[src/rtl/b64_pkg.sv]
package b64_pkg;

    // character codes
    localparam logic [7:0] CHAR_PAD   = 8'h3D;
    localparam logic [7:0] CHAR_ASCII = 8'h80;

    // sextet values of the two symbol pairs
    localparam logic [5:0] SX_PLUS  = 6'd62;
    localparam logic [5:0] SX_SLASH = 6'd63;

    // decoder phase
    typedef enum logic [1:0] {
        PH_NORMAL   = 2'd0,
        PH_PADRUN   = 2'd1,
        PH_AWAITPAD = 2'd2,
        PH_SWALLOW  = 2'd3
    } phase_t;

    // end of text status codes
    typedef enum logic [1:0] {
        STATUS_OK       = 2'd0,
        STATUS_BAD_CHAR = 2'd1,
        STATUS_BAD_PAD  = 2'd2
    } status_t;

    // decoded character
    typedef struct packed {
        logic       bad;
        logic [5:0] value;
    } sextet_t;

    // one input item
    typedef struct packed {
        logic [7:0] char_in;
        logic       last_char;
    } item_t;

    // one result item
    typedef struct packed {
        logic       byte_valid;
        logic [7:0] data_byte;
        logic       end_of_text;
        logic [1:0] status;
    } result_t;

    // lookup for both alphabets
    function automatic sextet_t sextet_of(input logic [7:0] c);
        sextet_t s;
        s.bad   = 1'b0;
        s.value = '0;
        if (c >= CHAR_ASCII)
        begin
            s.bad = 1'b1;
        end
        else if (c >= 8'h41 && c <= 8'h5A)
        begin
            s.value = 6'(c - 8'h41);
        end
        else if (c >= 8'h61 && c <= 8'h7A)
        begin
            s.value = 6'(c - 8'h61 + 8'd26);
        end
        else if (c >= 8'h30 && c <= 8'h39)
        begin
            s.value = 6'(c - 8'h30 + 8'd52);
        end
        else if (c == 8'h2B || c == 8'h2D)
        begin
            s.value = SX_PLUS;
        end
        else if (c == 8'h2F || c == 8'h5F)
        begin
            s.value = SX_SLASH;
        end
        else
        begin
            s.bad = 1'b1;
        end
        return s;
    endfunction

endpackage

[src/rtl/b64_in_stage.sv]
module b64_in_stage (
    input  logic            clk,
    input  logic            rst_n,
    input  logic            in_valid,
    output logic            in_ready,
    input  b64_pkg::item_t  item_in,
    input  logic            advance,
    output logic            item_valid,
    output b64_pkg::item_t  item_out
);

    logic           valid_reg;
    logic           valid_next;
    b64_pkg::item_t item_reg;

    // room when empty or when the held item moves on this cycle
    assign in_ready = !valid_reg || advance;

    always_comb
    begin
        valid_next = valid_reg;
        if (in_valid && in_ready)
        begin
            valid_next = 1'b1;
        end
        else if (advance)
        begin
            valid_next = 1'b0;
        end
    end

    // valid flag
    always_ff @(posedge clk or negedge rst_n)
    begin
        if (!rst_n)
        begin
            valid_reg <= 1'b0;
        end
        else
        begin
            valid_reg <= valid_next;
        end
    end

    // payload, loaded on transfer
    always_ff @(posedge clk)
    begin
        if (in_valid && in_ready)
        begin
            item_reg <= item_in;
        end
    end

    assign item_valid = valid_reg;
    assign item_out   = item_reg;

endmodule

[src/rtl/b64_dec_step.sv]
module b64_dec_step (
    input  logic              clk,
    input  logic              rst_n,
    input  logic              advance,
    input  b64_pkg::item_t    item,
    output logic              res_valid,
    output b64_pkg::result_t  result
);

    logic [1:0]        group_position_reg;
    logic [1:0]        group_position_next;
    logic [5:0]        held_sextet_reg;
    logic [5:0]        held_sextet_next;
    b64_pkg::phase_t   phase_reg;
    b64_pkg::phase_t   phase_next;
    b64_pkg::status_t  error_code_reg;
    b64_pkg::status_t  error_code_next;

    b64_pkg::sextet_t  sx;
    logic              is_pad;
    logic              last;
    logic              byte_ok;
    logic [7:0]        byte_val;
    b64_pkg::status_t  status_val;
    b64_pkg::status_t  fail;

    assign sx     = b64_pkg::sextet_of(item.char_in);
    assign is_pad = (item.char_in == b64_pkg::CHAR_PAD);
    assign last   = item.last_char;

    // decode one character and work out the next state
    always_comb
    begin
        group_position_next = group_position_reg;
        held_sextet_next    = held_sextet_reg;
        phase_next          = phase_reg;
        error_code_next     = error_code_reg;
        byte_ok             = 1'b0;
        byte_val            = '0;
        status_val          = b64_pkg::STATUS_OK;
        fail                = b64_pkg::STATUS_OK;

        unique case (phase_reg)
            b64_pkg::PH_SWALLOW:
            begin
                status_val = error_code_reg;
            end
            b64_pkg::PH_PADRUN:
            begin
                if (!is_pad)
                begin
                    fail = b64_pkg::STATUS_BAD_PAD;
                end
            end
            b64_pkg::PH_AWAITPAD:
            begin
                if (!is_pad || !last)
                begin
                    fail = b64_pkg::STATUS_BAD_PAD;
                end
            end
            b64_pkg::PH_NORMAL:
            begin
                unique case (group_position_reg)
                    2'd0:
                    begin
                        priority if (last)
                        begin
                            if (!is_pad)
                            begin
                                fail = b64_pkg::STATUS_BAD_PAD;
                            end
                        end
                        else if (is_pad)
                        begin
                            phase_next = b64_pkg::PH_PADRUN;
                        end
                        else if (sx.bad)
                        begin
                            fail = b64_pkg::STATUS_BAD_CHAR;
                        end
                        else
                        begin
                            held_sextet_next    = sx.value;
                            group_position_next = 2'd1;
                        end
                    end
                    2'd1:
                    begin
                        if (sx.bad)
                        begin
                            fail = b64_pkg::STATUS_BAD_CHAR;
                        end
                        else
                        begin
                            byte_ok             = 1'b1;
                            byte_val            = {held_sextet_reg, sx.value[5:4]};
                            held_sextet_next    = sx.value;
                            group_position_next = 2'd2;
                        end
                    end
                    2'd2:
                    begin
                        priority if (is_pad)
                        begin
                            if (last)
                            begin
                                fail = b64_pkg::STATUS_BAD_PAD;
                            end
                            else
                            begin
                                phase_next = b64_pkg::PH_AWAITPAD;
                            end
                        end
                        else if (sx.bad)
                        begin
                            fail = b64_pkg::STATUS_BAD_CHAR;
                        end
                        else
                        begin
                            byte_ok             = 1'b1;
                            byte_val            = {held_sextet_reg[3:0], sx.value[5:2]};
                            held_sextet_next    = sx.value;
                            group_position_next = 2'd3;
                        end
                    end
                    2'd3:
                    begin
                        priority if (is_pad)
                        begin
                            if (!last)
                            begin
                                fail = b64_pkg::STATUS_BAD_PAD;
                            end
                        end
                        else if (sx.bad)
                        begin
                            fail = b64_pkg::STATUS_BAD_CHAR;
                        end
                        else
                        begin
                            byte_ok             = 1'b1;
                            byte_val            = {held_sextet_reg[1:0], sx.value};
                            group_position_next = 2'd0;
                        end
                    end
                    default:
                    begin
                        fail = b64_pkg::STATUS_OK;
                    end
                endcase
            end
            default:
            begin
                status_val = b64_pkg::STATUS_OK;
            end
        endcase

        // an error sends the rest of the text to the swallow phase
        if (fail != b64_pkg::STATUS_OK)
        begin
            phase_next      = b64_pkg::PH_SWALLOW;
            error_code_next = fail;
            status_val      = fail;
        end

        // end of text starts a fresh text
        if (last)
        begin
            group_position_next = '0;
            held_sextet_next    = '0;
            phase_next          = b64_pkg::PH_NORMAL;
            error_code_next     = b64_pkg::STATUS_OK;
        end
    end

    // result fields
    assign res_valid          = byte_ok || last;
    assign result.byte_valid  = byte_ok;
    assign result.data_byte   = byte_ok ? byte_val : 8'd0;
    assign result.end_of_text = last;
    assign result.status      = last ? status_val : b64_pkg::STATUS_OK;

    // decoder state
    always_ff @(posedge clk or negedge rst_n)
    begin
        if (!rst_n)
        begin
            group_position_reg <= '0;
            held_sextet_reg    <= '0;
            phase_reg          <= b64_pkg::PH_NORMAL;
            error_code_reg     <= b64_pkg::STATUS_OK;
        end
        else if (advance)
        begin
            group_position_reg <= group_position_next;
            held_sextet_reg    <= held_sextet_next;
            phase_reg          <= phase_next;
            error_code_reg     <= error_code_next;
        end
    end

endmodule

[src/rtl/b64_out_stage.sv]
module b64_out_stage (
    input  logic              clk,
    input  logic              rst_n,
    input  logic              load,
    input  b64_pkg::result_t  result_in,
    output logic              out_valid,
    input  logic              out_ready,
    output b64_pkg::result_t  result_out
);

    logic              valid_reg;
    logic              valid_next;
    b64_pkg::result_t  result_reg;

    always_comb
    begin
        valid_next = valid_reg;
        if (load)
        begin
            valid_next = 1'b1;
        end
        else if (out_ready)
        begin
            valid_next = 1'b0;
        end
    end

    // valid flag
    always_ff @(posedge clk or negedge rst_n)
    begin
        if (!rst_n)
        begin
            valid_reg <= 1'b0;
        end
        else
        begin
            valid_reg <= valid_next;
        end
    end

    // result payload
    always_ff @(posedge clk)
    begin
        if (load)
        begin
            result_reg <= result_in;
        end
    end

    assign out_valid  = valid_reg;
    assign result_out = result_reg;

endmodule

[src/rtl/base64_stream_decoder.sv]
// channel   direction  handshake            payload
// input     in         in_valid / in_ready   char_in, last_char
// result    out        out_valid / out_ready byte_valid, data_byte, end_of_text, status
//
// one character per cycle sustained while out_ready is high; a transferred character
// goes to the input register, then decode logic puts its result in the output register
// a character that completes no byte and is not last produces no result
// reset clears both stage valid flags and the decoder state
// with out_ready low the result holds, one more character is held in the input
// register, then in_ready drops
module base64_stream_decoder (
    input  logic       clk,
    input  logic       rst_n,
    input  logic       in_valid,
    output logic       in_ready,
    input  logic [7:0] char_in,
    input  logic       last_char,
    output logic       out_valid,
    input  logic       out_ready,
    output logic       byte_valid,
    output logic [7:0] data_byte,
    output logic       end_of_text,
    output logic [1:0] status
);

    b64_pkg::item_t    item_in;
    b64_pkg::item_t    item;
    logic              item_valid;
    logic              advance;
    logic              res_valid;
    b64_pkg::result_t  result;
    b64_pkg::result_t  result_out;

    assign item_in.char_in   = char_in;
    assign item_in.last_char = last_char;

    // held item moves on when the output register has room
    assign advance = item_valid && (!out_valid || out_ready);

    b64_in_stage u_in_stage (
        .clk        (clk),
        .rst_n      (rst_n),
        .in_valid   (in_valid),
        .in_ready   (in_ready),
        .item_in    (item_in),
        .advance    (advance),
        .item_valid (item_valid),
        .item_out   (item)
    );

    b64_dec_step u_dec_step (
        .clk       (clk),
        .rst_n     (rst_n),
        .advance   (advance),
        .item      (item),
        .res_valid (res_valid),
        .result    (result)
    );

    b64_out_stage u_out_stage (
        .clk        (clk),
        .rst_n      (rst_n),
        .load       (advance && res_valid),
        .result_in  (result),
        .out_valid  (out_valid),
        .out_ready  (out_ready),
        .result_out (result_out)
    );

    assign byte_valid  = result_out.byte_valid;
    assign data_byte   = result_out.data_byte;
    assign end_of_text = result_out.end_of_text;
    assign status      = result_out.status;

endmodule
[config.mk]
export PLATFORM = sky130hd
export DESIGN_NAME = base64_stream_decoder
export DESIGN_NICKNAME = d
export VERILOG_FILES = /design/src/rtl/b64_pkg.sv /design/src/rtl/b64_in_stage.sv /design/src/rtl/b64_dec_step.sv /design/src/rtl/b64_out_stage.sv /design/src/rtl/base64_stream_decoder.sv
export SDC_FILE = /design/constraint.sdc
export NUM_CORES = 1
export LEC_CHECK = 0
export ABC_AREA = 0
export BUFFER_PORTS_ARGS = -buffer_cell sky130_fd_sc_hd__buf_4
export CORE_ASPECT_RATIO = 1.25
export CORE_MARGIN = 10
export CORE_UTILIZATION = 60
export CTS_BUF_LIST = sky130_fd_sc_hd__clkbuf_2 sky130_fd_sc_hd__clkbuf_4 sky130_fd_sc_hd__clkbuf_8
export CTS_CLUSTER_SIZE = 28
export DETAILED_ROUTE_END_ITERATION = 8
export GPL_TIMING_DRIVEN = 0
export PLACE_DENSITY = 0.81
export SYNTH_ARGS = -nofsm -noshare
export SYNTH_HDL_FRONTEND = slang
export SYNTH_SLANG_ARGS = --single-unit
[constraint.sdc]
create_clock -name clk -period 8.05 [get_ports clk]
set_clock_uncertainty 0.15 [all_clocks]
set_input_delay 1.61 -clock clk [delete_from_list [all_inputs] [get_ports clk]]
set_output_delay 1.61 -clock clk [all_outputs]
set_load 0.05 [all_outputs]
==> summary.txt <==
Status
  • Status: finished, final reports clean

GRT
  • Global-route congestion overflow total: 0
  • Wire length of the first global-routing pass: 9639 um
  • Initial antenna violation count: 0
  • Largest net degree at the start of global routing: 15
  • Global router's overall resource usage: 0.1614
  • Number of global-route vias before repair: around 2100

Critical path
  • Most frequent cell on the critical path: sky130_fd_sc_hd__buf_4
  • Critical path arrival: roughly 2.1 ns
  • Biggest fanout along the worst timing path: 3
  • Kind of launch point of the worst setup path: input port
  • Sort of element at the end of the critical path: output pin
  • Data required time of the critical path: between 6 and 7 ns
  • CP Cell Sequence: buf_4 -> nand3b_1 -> buf_4
  • Critical path class: in2out
  • Maximum cell stage delay along the critical path: roughly 0.22 ns
  • Slowest library cell on the worst path: sky130_fd_sc_hd__buf_4

Synth
  • Instance count of the mapped netlist: roughly 260
  • Mean post-synth cell area: roughly 9.2 um2
  • Fraction of registers with async set or reset after synthesis: 0.4000
  • Warnings, synthesis: 0
  • Number of enable-type register cells in the synthesized netlist: 21
  • Post-synthesis net count: between 200 and 300
  • Post-synth top area share: 0.2605
  • Count of cell types in the netlist: 61
  • Largest area contributor in the netlist: sky130_fd_sc_hd__edfxtp_1
  • Post-synthesis instance area: between 2000 and 2500 um2
  • Register area share after synthesis: 0.4052
  • Synth Register Bits: 35
  • Predominant post-synthesis flop cell: sky130_fd_sc_hd__edfxtp_1
  • Top cells by area, synth: sky130_fd_sc_hd__edfxtp_1 26%, sky130_fd_sc_hd__dfrtp_1 14%, sky130_fd_sc_hd__ha_1 7.2%

Clocking
  • PostCTS Resize Cnt: 0
  • H-tree lvl count: 2
  • Clock latency on the worst-skew pair: 0.29 ns
  • Bufs on Longest Clock Path: 2
  • Root Driver: sky130_fd_sc_hd__clkbuf_8
  • Clock Pin Slew Worst Setup and Hold Paths: roughly 0.070 ns
  • Num CTS Buffers: 5
  • Clock tree from TritonCTS: built
  • Post-CTS setup buffer count: 0
  • Number of clock sinks: 35
  • Quantity of hold-fixing buffers added after cts: 0

Pwr
  • Switching pwr: between 0.2 and 0.3 mW
  • Clock power share: 0.199
  • Static Leak: 1.097 nW
  • Cell internal power dissipation: roughly 0.39 mW
  • Power density normalized to cell area: between 200 and 250 nW/um2
  • VDD IR-drop max: between 0.00009 and 0.0001 V
  • Share of total power in combinational logic: 0.429
  • Part of the total power dissipated in sequential elements: 0.372
  • Switching power share of the total: 0.4016

Cells and area
  • Number of fill cells: 319
  • Net count reported at finish: ~320
  • Layout cell share with drive strength beyond 1: 0.1689
  • Antenna diode instance count: 0
  • Synth-to-layout area growth: 14.52%
  • Max FFs per register: 12
  • Final cell area excluding filler cells: between 2000 and 3000 um2

Drt
  • Mean number of vias per cell: 6.206
  • Average detailed-routed wire length per instance: approximately 17 um
  • Wire length reported by the detailed router: 5793 um
  • Detailed Routing Iterations Pass 1: 4
  • Residual DRC: 0
  • Overall via count from detail_route: between 2000 and 2500
  • Number of nets with antenna violations after routing: 0
  • First-iteration detailed-routing DRC count: 213

Floorplanning
  • CORE AREA: slightly below 4000 um2
  • Die area: ~7000 um2
  • Number of placed I/O pins: 27
  • Overall die width: a little under 80 um
  • Number of core rows: 25
  • Initial standard-cell utilization of the core: 0.6293
  • Die span in y: ~91 um

Timing
  • Worst hold slack: roughly 0.30 ns
  • Worst Max-Slew Pin Slew: 1.015 ns
  • Final number of hold-violating endpoints: 0
  • Shortest period the worst path allows: between 3 and 4 ns
  • Part of the cycle the worst path needs: 0.4846
  • Setup repair after global routing missed its margin: no
  • Upper clock frequency limit: roughly 260 MHz
  • Final setup viols: 0
  • Relative slew slack: 0.3235
  • Final number of max-transition violations: 0
  • Setup Total Neg Slack: 0 ns

Min path
  • Hold WC Path Type: reg2reg

Place
  • I/O Buffers: 26
  • Placed inst area: about 2700 um2
  • Final weighted congestion in routability-driven placement: 0.9395
  • Post-detailed-placement half-perimeter wirelength: approximately 4500 um

Job
  • Total of max-cap violations: 0
==> critical path: cells and delay by family <==
| kind | cells | cell delay (ns) |
|---|---|---|
| buffers and inverters | 2 | 0.33 |
| AND/OR/NAND/NOR | 1 | 0.20 |
==> power by group through the flow <==
stage          clock network [mW]  logic, mW  registers, mW
6_report                    0.128      0.276          0.240
5_1_grt                     0.137      0.304          0.243
4_1_cts                     0.131      0.273          0.239
3_5_place_dp                    0      0.273          0.243
3_3_place_gp                    0      0.266          0.242
2_1_floorplan                   0      0.191          0.259
==> cell families (layout without fill, tap and decap cells) <==
| kind of cell | Yosys count | count (layout) | synth area share |
|---|---|---|---|
| fa+ha+maj | 14 | 14 | 0.07235 |
| flops | 35 | 35 | 0.4052 |
| mux | 3 | 3 | 0.01292 |
| xor+xnor | 5 | 5 | 0.01809 |
| buf+inv | 25 | 59 | 0.04289 |
| simple gates | 109 | 109 | 0.2424 |
| compound gates | 71 | 71 | 0.2062 |
==> cell usage in the layout (no fill, tap or decap), types with 3 or more instances in the layout <==
master,Yosys,final
sky130_fd_sc_hd__ha_1,14,14
sky130_fd_sc_hd__edfxtp_1,21,21
sky130_fd_sc_hd__nand3_1,26,26
sky130_fd_sc_hd__nand2_1,20,20
sky130_fd_sc_hd__nor2_1,18,18
sky130_fd_sc_hd__or2_2,3,3
sky130_fd_sc_hd__buf_1,3,3
sky130_fd_sc_hd__nor4_1,5,5
sky130_fd_sc_hd__a21oi_1,19,19
sky130_fd_sc_hd__nor3_1,5,5
sky130_fd_sc_hd__nor3b_1,4,4
sky130_fd_sc_hd__nand2b_1,6,6
sky130_fd_sc_hd__o41ai_1,3,3
sky130_fd_sc_hd__nand3b_1,4,4
sky130_fd_sc_hd__a21o_1,3,3
sky130_fd_sc_hd__dfrtp_1,14,14
sky130_fd_sc_hd__clkbuf_1,6,6
sky130_fd_sc_hd__o22ai_1,6,6
sky130_fd_sc_hd__o21ai_0,4,4
sky130_fd_sc_hd__a31oi_1,7,7
sky130_fd_sc_hd__o211ai_1,4,4
sky130_fd_sc_hd__inv_1,10,10
sky130_fd_sc_hd__a32oi_1,3,3
sky130_fd_sc_hd__clkbuf_8,0,5
sky130_fd_sc_hd__buf_4,2,28
sky130_fd_sc_hd__xnor2_1,4,4
==> worst paths after layout <==
| check | from | endpoint | slack, ns | depth (start not counted) |
|---|---|---|---|---|
| worst min-delay path | u_in_stage.item_out[0] | u_out_stage.result_out[2] | 0.30 | 0 |
| min in group asynchronous | rst_n | u_dec_step.phase_reg[0] | 1.01 | 1 |
| worst min register to register | u_in_stage.item_out[0] | u_out_stage.result_out[2] | 0.30 | 0 |
| max in group asynchronous | rst_n | u_out_stage.out_valid | 6.55 | 1 |
| worst max-delay path | out_ready | in_ready | 4.15 | 3 |
| worst max register to register | u_in_stage.item_out[3] | u_out_stage.result_out[2] | 4.35 | 10 |
==> cells in the mapped netlist, types with 3 or more instances <==
cell	n
sky130_fd_sc_hd__clkbuf_1	6
sky130_fd_sc_hd__buf_1	3
sky130_fd_sc_hd__a21oi_1	19
sky130_fd_sc_hd__nand2_1	20
sky130_fd_sc_hd__dfrtp_1	14
sky130_fd_sc_hd__edfxtp_1	21
sky130_fd_sc_hd__o41ai_1	3
sky130_fd_sc_hd__inv_1	10
sky130_fd_sc_hd__nor3b_1	4
sky130_fd_sc_hd__o211ai_1	4
sky130_fd_sc_hd__nand3_1	26
sky130_fd_sc_hd__o21ai_0	4
sky130_fd_sc_hd__or2_2	3
sky130_fd_sc_hd__nand2b_1	6
sky130_fd_sc_hd__xnor2_1	4
sky130_fd_sc_hd__nand3b_1	4
sky130_fd_sc_hd__ha_1	14
sky130_fd_sc_hd__nor4_1	5
sky130_fd_sc_hd__o22ai_1	6
sky130_fd_sc_hd__a32oi_1	3
sky130_fd_sc_hd__a31oi_1	7
sky130_fd_sc_hd__nor2_1	18
sky130_fd_sc_hd__nor3_1	5
sky130_fd_sc_hd__a21o_1	3
==> cell type report <==
| cell class | instances | area, um2 | share of cell area |
|---|---|---|---|
| timing repair buffer | 26 | 195.2 | 0.07040 |
| multi-input combinational | 202 | 1336 | 0.4819 |
| clock inverter | 2 | 12.51 | 0.004513 |
| inverter | 12 | 45.04 | 0.01625 |
| sequential | 35 | 980.9 | 0.3538 |
| buffer | 13 | 58.81 | 0.02121 |
| tap | 54 | 67.56 | 0.02437 |
| clock buffer | 6 | 76.32 | 0.02753 |
==> metrics by stage <==
step                      instances  setup slack, ns  total power [mW]    util
after floorplan                 262            4.197            0.4501       -
after global placement          342            4.181            0.5081  0.6976
after detailed placement        342            4.156            0.5156  0.6976
after CTS                       350            4.153            0.6433  0.7207
after global routing            350            4.018            0.6845  0.7207
final                           350            4.149            0.6444  0.7207
==> routing by layer <==
layer	GRT usage	wire length [um]	vias up	share of wire
li1	-	-	1057	-
met4	0.07453	81	0	0.014
met3	0.03846	369	7	0.064
met1	0.1769	2339	1033	0.40
met2	0.2859	3002	75	0.52
met5	0	0	-	0
(Power assumes the default switching activity.)
